<file path="src/rtl/core/kmg_pkg.sv">
package kmg_pkg;

  // matrix geometry
  localparam int unsigned LINES = 10;
  localparam int unsigned COLS  = 8;
  localparam int unsigned ROW_W = (LINES > 1) ? $clog2(LINES) : 1;

  localparam logic [ROW_W-1:0] LAST_ROW   = ROW_W'(LINES - 1);
  localparam logic [ROW_W-1:0] LAST_OUTER = ROW_W'(LINES - 2);
  localparam logic [7:0]       LINES_B    = 8'(LINES);
  localparam logic [7:0]       COLS_B     = 8'(COLS);
  localparam logic [7:0]       ALL_UP     = 8'hFF;

  // stream word widths
  localparam int unsigned IN_W  = 24;
  localparam int unsigned OUT_W = 24;

  // item kinds carried on tuser
  localparam logic KIND_KEY = 1'b0;
  localparam logic KIND_SEL = 1'b1;

  // ghost marks for one pair of rows
  typedef struct packed {
    logic [COLS-1:0] mark_a;  // columns to mark in the lower row of the pair
    logic [COLS-1:0] mark_b;  // columns to mark in the upper row of the pair
  } kmg_marks_t;

  typedef enum logic [6:0] {
    ST_IDLE = 7'b0000001,
    ST_UPD  = 7'b0000010,
    ST_ARD  = 7'b0000100,
    ST_ACAP = 7'b0001000,
    ST_PAIR = 7'b0010000,
    ST_SRD  = 7'b0100000,
    ST_SCAP = 7'b1000000
  } kmg_state_e;

endpackage

</file>
<file path="src/rtl/core/kmg_ram.sv">
module kmg_ram #(
  parameter int unsigned WIDTH = 8,
  parameter int unsigned DEPTH = 16
) (
  input  logic                     clk_i,
  input  logic                     we_i,
  input  logic [$clog2(DEPTH)-1:0] waddr_i,
  input  logic [WIDTH-1:0]         wdata_i,
  input  logic                     re_i,
  input  logic [$clog2(DEPTH)-1:0] raddr_i,
  output logic [WIDTH-1:0]         rdata_o
);

  logic [WIDTH-1:0] mem_q [DEPTH];
  logic [WIDTH-1:0] rdata_q;

  always_ff @(posedge clk_i) begin
    if (we_i) begin
      mem_q[waddr_i] <= wdata_i;
    end
    if (re_i) begin
      rdata_q <= mem_q[raddr_i];
    end
  end

  assign rdata_o = rdata_q;

endmodule

</file>
<file path="src/rtl/core/kmg_ghost_unit.sv">
module kmg_ghost_unit
  import kmg_pkg::*;
(
  input  logic [COLS-1:0] a_i,
  input  logic [COLS-1:0] b_i,
  output kmg_marks_t      marks_o
);

  logic [COLS-1:0] common;
  logic [COLS-1:0] other;

  // a column is marked when the other row presses it and some other
  // column is pressed in both rows
  always_comb begin
    common = ~a_i & ~b_i;
    for (int x = 0; x < COLS; x++) begin
      other[x] = |(common & ~(COLS'(1) << x));
    end
    marks_o.mark_a = ~b_i & other;
    marks_o.mark_b = ~a_i & other;
  end

endmodule

</file>
<file path="src/rtl/core/keyboard_matrix_with_ghosting_core.sv">
// keyboard matrix with ghosting, LINES rows by 8 columns, active low
//
// input stream: tuser is the item kind (0 key event, 1 select line),
// tdata carries line, column and press flag. every accepted word gives
// exactly one output word with the selected row (matrix AND clash map,
// 0xFF for a line out of range), the changed flag and the selected line.
//
// a select event or an ignored key event goes from accept through the
// SRD and SCAP states to the output word. a valid key event updates the
// matrix and rebuilds the clash map by sweeping every pair of rows
// through one shared ghost unit, reading the matrix RAM one row a
// cycle, and then goes through SRD and SCAP. the block takes one word
// at a time and is ready only when idle.
//
// reset: no keys pressed, no ghosts, line 0 selected; valid bits stand
// for the matrix RAM, so no clearing pass is needed.
// a stalled receiver holds the output register; a finished item waits
// for it before the next word is taken.
module keyboard_matrix_with_ghosting_core
  import kmg_pkg::*;
(
  input  logic             clk_i,
  input  logic             rst_ni,
  input  logic             s_axis_tvalid,
  output logic             s_axis_tready,
  input  logic [IN_W-1:0]  s_axis_tdata,   // line[7:0], bit_req[15:8], down[16], zeros
  input  logic             s_axis_tuser,   // kind
  output logic             m_axis_tvalid,
  input  logic             m_axis_tready,
  output logic [OUT_W-1:0] m_axis_tdata    // read_data[7:0], changed[8], current_line[16:9]
);

  kmg_state_e state_q, state_d;

  // latched item
  logic [ROW_W-1:0] line_q;
  logic [2:0]       bit_q;
  logic             down_q;
  logic             changed_q;
  logic [7:0]       sel_q;

  // sweep counters and the held lower row
  logic [ROW_W-1:0] r0_q;
  logic [ROW_W-1:0] r1_q;
  logic [COLS-1:0]  a_q;

  // matrix RAM valid bits and clash map flops
  logic             valid_q [LINES];
  logic             rd_valid_q;
  logic [COLS-1:0]  clash_q [LINES];

  // output register
  logic             out_valid_q;
  logic [OUT_W-1:0] out_data_q;

  // RAM port
  logic             ram_we;
  logic [ROW_W-1:0] ram_waddr;
  logic [COLS-1:0]  ram_wdata;
  logic             ram_re;
  logic [ROW_W-1:0] ram_raddr;
  logic [COLS-1:0]  ram_rdata;

  logic             accept;
  logic             key_ok;
  logic             sel_ok;
  logic             out_free;
  logic [COLS-1:0]  row_rd;
  logic [COLS-1:0]  new_row;
  logic [COLS-1:0]  bit_mask;
  logic [COLS-1:0]  sel_clash;
  logic [COLS-1:0]  read_data;
  kmg_marks_t       marks;

  assign s_axis_tready = (state_q == ST_IDLE);
  assign accept        = s_axis_tvalid && s_axis_tready;
  assign key_ok        = (s_axis_tdata[7:0] < LINES_B) && (s_axis_tdata[15:8] < COLS_B);
  assign sel_ok        = (sel_q < LINES_B);
  assign out_free      = !out_valid_q || m_axis_tready;

  // a row never written reads as all keys up
  assign row_rd   = rd_valid_q ? ram_rdata : ALL_UP;
  assign bit_mask = COLS'(1) << bit_q;
  assign new_row  = down_q ? (row_rd & ~bit_mask) : (row_rd | bit_mask);

  always_comb begin
    sel_clash = ALL_UP;
    for (int i = 0; i < LINES; i++) begin
      if (ROW_W'(i) == sel_q[ROW_W-1:0]) begin
        sel_clash = clash_q[i];
      end
    end
  end

  assign read_data = sel_ok ? (row_rd & sel_clash) : ALL_UP;

  kmg_ram #(
    .WIDTH (COLS),
    .DEPTH (LINES)
  ) u_matrix (
    .clk_i   (clk_i),
    .we_i    (ram_we),
    .waddr_i (ram_waddr),
    .wdata_i (ram_wdata),
    .re_i    (ram_re),
    .raddr_i (ram_raddr),
    .rdata_o (ram_rdata)
  );

  kmg_ghost_unit u_ghost (
    .a_i     (a_q),
    .b_i     (row_rd),
    .marks_o (marks)
  );

  // sequencer
  always_comb begin
    state_d   = state_q;
    ram_we    = 1'b0;
    ram_waddr = line_q;
    ram_wdata = new_row;
    ram_re    = 1'b0;
    ram_raddr = r0_q;
    unique case (state_q)
      ST_IDLE: begin
        if (accept) begin
          if (s_axis_tuser == KIND_KEY && key_ok) begin
            ram_re    = 1'b1;
            ram_raddr = s_axis_tdata[ROW_W-1:0];
            state_d   = ST_UPD;
          end else begin
            state_d = ST_SRD;
          end
        end
      end
      ST_UPD: begin
        ram_we  = 1'b1;
        state_d = ST_ARD;
      end
      ST_ARD: begin
        ram_re  = 1'b1;
        state_d = ST_ACAP;
      end
      ST_ACAP: begin
        ram_re    = 1'b1;
        ram_raddr = r1_q;
        state_d   = ST_PAIR;
      end
      ST_PAIR: begin
        if (r1_q != LAST_ROW) begin
          ram_re    = 1'b1;
          ram_raddr = r1_q + ROW_W'(1);
        end else if (r0_q != LAST_OUTER) begin
          state_d = ST_ARD;
        end else begin
          state_d = ST_SRD;
        end
      end
      ST_SRD: begin
        ram_re    = sel_ok;
        ram_raddr = sel_q[ROW_W-1:0];
        state_d   = ST_SCAP;
      end
      ST_SCAP: begin
        if (out_free) begin
          state_d = ST_IDLE;
        end
      end
      default: state_d = ST_IDLE;
    endcase
  end

  always_ff @(posedge clk_i or negedge rst_ni) begin
    if (!rst_ni) begin
      state_q     <= ST_IDLE;
      changed_q   <= 1'b0;
      sel_q       <= 8'd0;
      r0_q        <= '0;
      r1_q        <= '0;
      rd_valid_q  <= 1'b0;
      out_valid_q <= 1'b0;
      for (int i = 0; i < LINES; i++) begin
        valid_q[i] <= 1'b0;
        clash_q[i] <= ALL_UP;
      end
    end else begin
      state_q <= state_d;

      // valid bit travels with the registered RAM read
      if (ram_re) begin
        rd_valid_q <= valid_q[ram_raddr];
      end

      if (accept) begin
        changed_q <= 1'b0;
        if (s_axis_tuser == KIND_SEL) begin
          sel_q <= s_axis_tdata[7:0];
        end
      end

      if (state_q == ST_UPD) begin
        changed_q <= (new_row != row_rd);
        r0_q      <= '0;
        for (int i = 0; i < LINES; i++) begin
          clash_q[i] <= ALL_UP;
          if (ROW_W'(i) == line_q) begin
            valid_q[i] <= 1'b1;
          end
        end
      end

      if (state_q == ST_ARD) begin
        r1_q <= r0_q + ROW_W'(1);
      end

      // fold the pair's ghost marks into both rows of the clash map
      if (state_q == ST_PAIR) begin
        for (int i = 0; i < LINES; i++) begin
          if (ROW_W'(i) == r0_q) begin
            clash_q[i] <= clash_q[i] & ~marks.mark_a;
          end
          if (ROW_W'(i) == r1_q) begin
            clash_q[i] <= clash_q[i] & ~marks.mark_b;
          end
        end
        if (r1_q != LAST_ROW) begin
          r1_q <= r1_q + ROW_W'(1);
        end else begin
          r0_q <= r0_q + ROW_W'(1);
        end
      end

      if (state_q == ST_SCAP && out_free) begin
        out_valid_q <= 1'b1;
      end else if (m_axis_tready) begin
        out_valid_q <= 1'b0;
      end
    end
  end

  // payload registers
  always_ff @(posedge clk_i) begin
    if (accept) begin
      line_q <= s_axis_tdata[ROW_W-1:0];
      bit_q  <= s_axis_tdata[10:8];
      down_q <= s_axis_tdata[16];
    end
    if (state_q == ST_ACAP) begin
      a_q <= row_rd;
    end
    if (state_q == ST_SCAP && out_free) begin
      out_data_q <= {7'd0, sel_q, changed_q, read_data};
    end
  end

  assign m_axis_tvalid = out_valid_q;
  assign m_axis_tdata  = out_data_q;

endmodule
</file>
<file path="config.mk">
export PLATFORM = sky130hd
export DESIGN_NAME = keyboard_matrix_with_ghosting_core
export DESIGN_NICKNAME = d
export VERILOG_FILES = /design/src/rtl/core/kmg_pkg.sv /design/src/rtl/core/kmg_ram.sv /design/src/rtl/core/kmg_ghost_unit.sv /design/src/rtl/core/keyboard_matrix_with_ghosting_core.sv
export SDC_FILE = /design/constraint.sdc
export NUM_CORES = 1
export LEC_CHECK = 0
export BUFFER_PORTS_ARGS = -buffer_cell sky130_fd_sc_hd__buf_2
export CAP_MARGIN = 20
export CORE_AREA = 2 2 137 139
export CTS_CLUSTER_SIZE = 16
export DETAILED_ROUTE_END_ITERATION = 12
export DIE_AREA = 0 0 139 141
export PLACE_DENSITY = 0.83
export SYNTH_ARGS = -nofsm -noshare
export SYNTH_HDL_FRONTEND = slang
export SYNTH_SLANG_ARGS = --single-unit
</file>
<file path="constraint.sdc">
create_clock -name clk_i -period 7.6 [get_ports clk_i]
set_input_delay 0.76 -clock clk_i [delete_from_list [all_inputs] [get_ports clk_i]]
set_output_delay 0.76 -clock clk_i [all_outputs]
set_load 0.05 [all_outputs]
</file>
==> flow_summary.toml <==
[sta]
max_slew_margin = 0.330
tns_ns = 0
hold_violations = 0
finalSetupViolations = 0
timing.fmax_mhz = 237
skew_ns = 0.0138
rsz0062_at_grt = "false"
period_share = 0.555
maxSlewViolCount = 0
period_minus_slack_ns = 4.22
max_slew.worst_pin.slew_ns = 1.00

[setup_path]
crit_path_top_delay_cell = "and3_1"
end_kind = "register"
worst-setup-path-type = "register to register"
cp.buffers_inverters = 0
worstPathRequired_ns = 7.81
start_kind = "register"
critPathTopFamily = "simple AND/OR/NAND/NOR gates"
cp.arrival_ns = 4.43
timing.critical_path.fanout_max = 15
cpPeakStageDelay_ns = 0.79
cp_cell_sequence = "nor4_1 -> and3_1 -> o32ai_2 -> nand2_1 -> nand3_1 -> nor3_2 -> a22o_1 -> a311oi_1"

[layout]
drive_gt1_frac = 0.233
final_util = 0.699
nets = 996
diodes = 0
area_growth_pct = 10.8

[global_route]
grt-ovfl-total = 0
grt_start_max_net_pins = 82
grt_pass1_vias = 7890
antenna_found_initial = 0
grt_pass1_wl_um = 42200
grt_use_total = 0.270

[synth]
synth_seq_area_share = 0.576
yosys_register_bits = 237
ys_warn_count = 0
synth_edf_count = 121
synth_ff_type = "edfxtp_1"
async_flop_share = 0.489
synthCells = 936
mappedNetlistArea_um2 = 11500
syn_avg_cell_area_um2 = 12.3
yosys.area.top_type = "edfxtp_1"
yosysMostFrequentCell = "edfxtp_1"
synth_commonest_cells = "edfxtp_1 (121), mux2i_1 (118), dfstp_2 (81)"
synth_top_cell_area_share = 0.315
synthTopCellsByArea = "edfxtp_1 (32%), dfstp_2 (18%), mux2i_1 (10%)"
synth.distinct_cells = 66

[run_status]
status = "finished clean"

[power_and_ir_drop]
leakagePower_uw = 0.00514
vdd_drop_max_v = 0.000224
powerDensity_nw_per_um2 = 286

[route]
post_drt_wl_per_cell_um = 21.6
ant_nets = 0
via_per_inst = 6.56
drt-total-wl_um = 26200
drcViolationCount = 0
vias = 7953
drtIter0Drc = 847
firstDrtPassIters = 5

[floorplanning]
placeableCoreArea_um2 = 18300
die_w_um = 139
die_y_um = 141
io_pins = 55
rows = 50
start_util = 0.631
dieArea_um2 = 19600

[clocking]
insertion_delay_ns = 0.53
cts_tree = "built"
h-tree-depth = 1
cts_inserted_buffers = 25
post_cts_buffers = 0
cts-resized-gates = 0
cts.reportedPaths.clkPinSlew_ns = 0.06
clkSinkCount = 237
cts_root_buf = "clkbuf_16"
hold_buffers = 0
clockBufferDepth = 3

[worst_hold_path]
hp-class = "primary input to async pin"

[placed_design]
routabilityCongestion = 0.851
post-dp-hpwl_um = 17200
io_buffers = 40

[flow_run]
max_cap_violations = 0
==> state kept, by name, summed over array words and instances (netlist names) <==
register and flops:
down_q 1, r1_q 4, bit_q 3, state_q 7, u_matrix.mem_q 80, m_axis_tvalid 1, valid_q 10, rd_valid_q 1
a_q 8, u_matrix.rdata_o 8, line_q 4, sel_q 8, clash_q 80, m_axis_tdata 17, r0_q 4, changed_q 1
==> per-layer routing <==
| layer | vias to the layer above | part of all wire | track usage | wire (µm) |
|---|---|---|---|---|
| met1 | 3992 | 0.42 | 0.376 | 11100 |
| met5 | - | 0 | 0 | 0 |
| met3 | 59 | 0.063 | 0.0428 | 1660 |
| met4 | 0 | 0.025 | 0.0819 | 650 |
| li1 | 3580 | - | - | - |
| met2 | 322 | 0.49 | 0.445 | 12900 |
==> layout by cell type (no fill, tap or decap), drive strengths merged, types with 5 or more instances in the layout <==
cell    Yosys  final
nor3b       5      5
o21ai      21     21
nor2       75     75
mux4        9      9
mux2       15     15
ha          8      8
a31oi       6      6
o22ai      16     16
nor4       10     10
nor3       25     25
or2        13     13
a311oi      8      8
inv        12     14
nand2b     10     10
conb        1      7
o22a       80     80
and2       12     12
clkbuf     42     40
nand3      12     12
o221ai      5      5
mux2i     118    118
edfxtp    121    121
nand2      72     72
dfrtp      35     35
a22o        7      7
dfstp      81     81
nor2b       6      6
a21oi      30     30
buf        23     53
==> through the flow <==
stage	area, µm²	setup slack [ns]	hold WS, ns	total power, µW	cells
final	12800	3.38	0.362	3650	1212
after global routing	12800	3.10	0.416	3790	1212
after CTS	12700	3.42	0.406	3640	1208
after detailed placement	11900	3.45	0.454	2370	1162
after global placement	11900	3.53	0.450	2340	1161
after floorplan	11500	4.61	0.423	2150	942
==> worst paths after layout <==
check	to	cells past startpoint	slack, ns	startpoint
min in group clk_i	bit_q[2]	1	0.42	s_axis_tdata[10]
setup reg to reg	u_matrix.rdata_o[0]	8	3.38	state_q[4]
hold reg to reg	valid_q[6]	1	0.47	valid_q[6]
max in group asynchronous	clash_q[2]	2	6.11	rst_ni
hold / removal	sel_q[5]	1	0.36	rst_ni
setup / recovery	u_matrix.rdata_o[0]	8	3.38	state_q[4]
==> cell families (layout without fill, tap and decap cells) <==
family / Yosys count / count (layout) / share of synthesized area
compound gates: 201 / 201 / 0.133
xor+xnor: 4 / 4 / 0.00304
fa+ha+maj: 8 / 8 / 0.00869
buf+inv: 77 / 113 / 0.0291
flops: 237 / 237 / 0.576
mux: 142 / 142 / 0.135
other cells: 1 / 7 / 0.000325
simple gates: 266 / 266 / 0.115
==> report_power, final <==
| part | total [µW] | switching [µW] | internal (µW) | leakage [µW] |
|---|---|---|---|---|
| clock | 1280 | 495 | 788 | 0.000443 |
| sequential | 1560 | 95.2 | 1470 | 0.00237 |
| combinational | 802 | 522 | 280 | 0.00232 |
==> final cells by class <==
class	count	area, µm²
flip-flops and latches	237	6640
fillers	1303	5490
multi-input cells	628	4600
clock buffers	38	792
repair buffers	55	310
well taps	234	293
clock inverters	8	95.1
inverters	12	45.0
No activity file was read; power rests on OpenSTA's default activity.
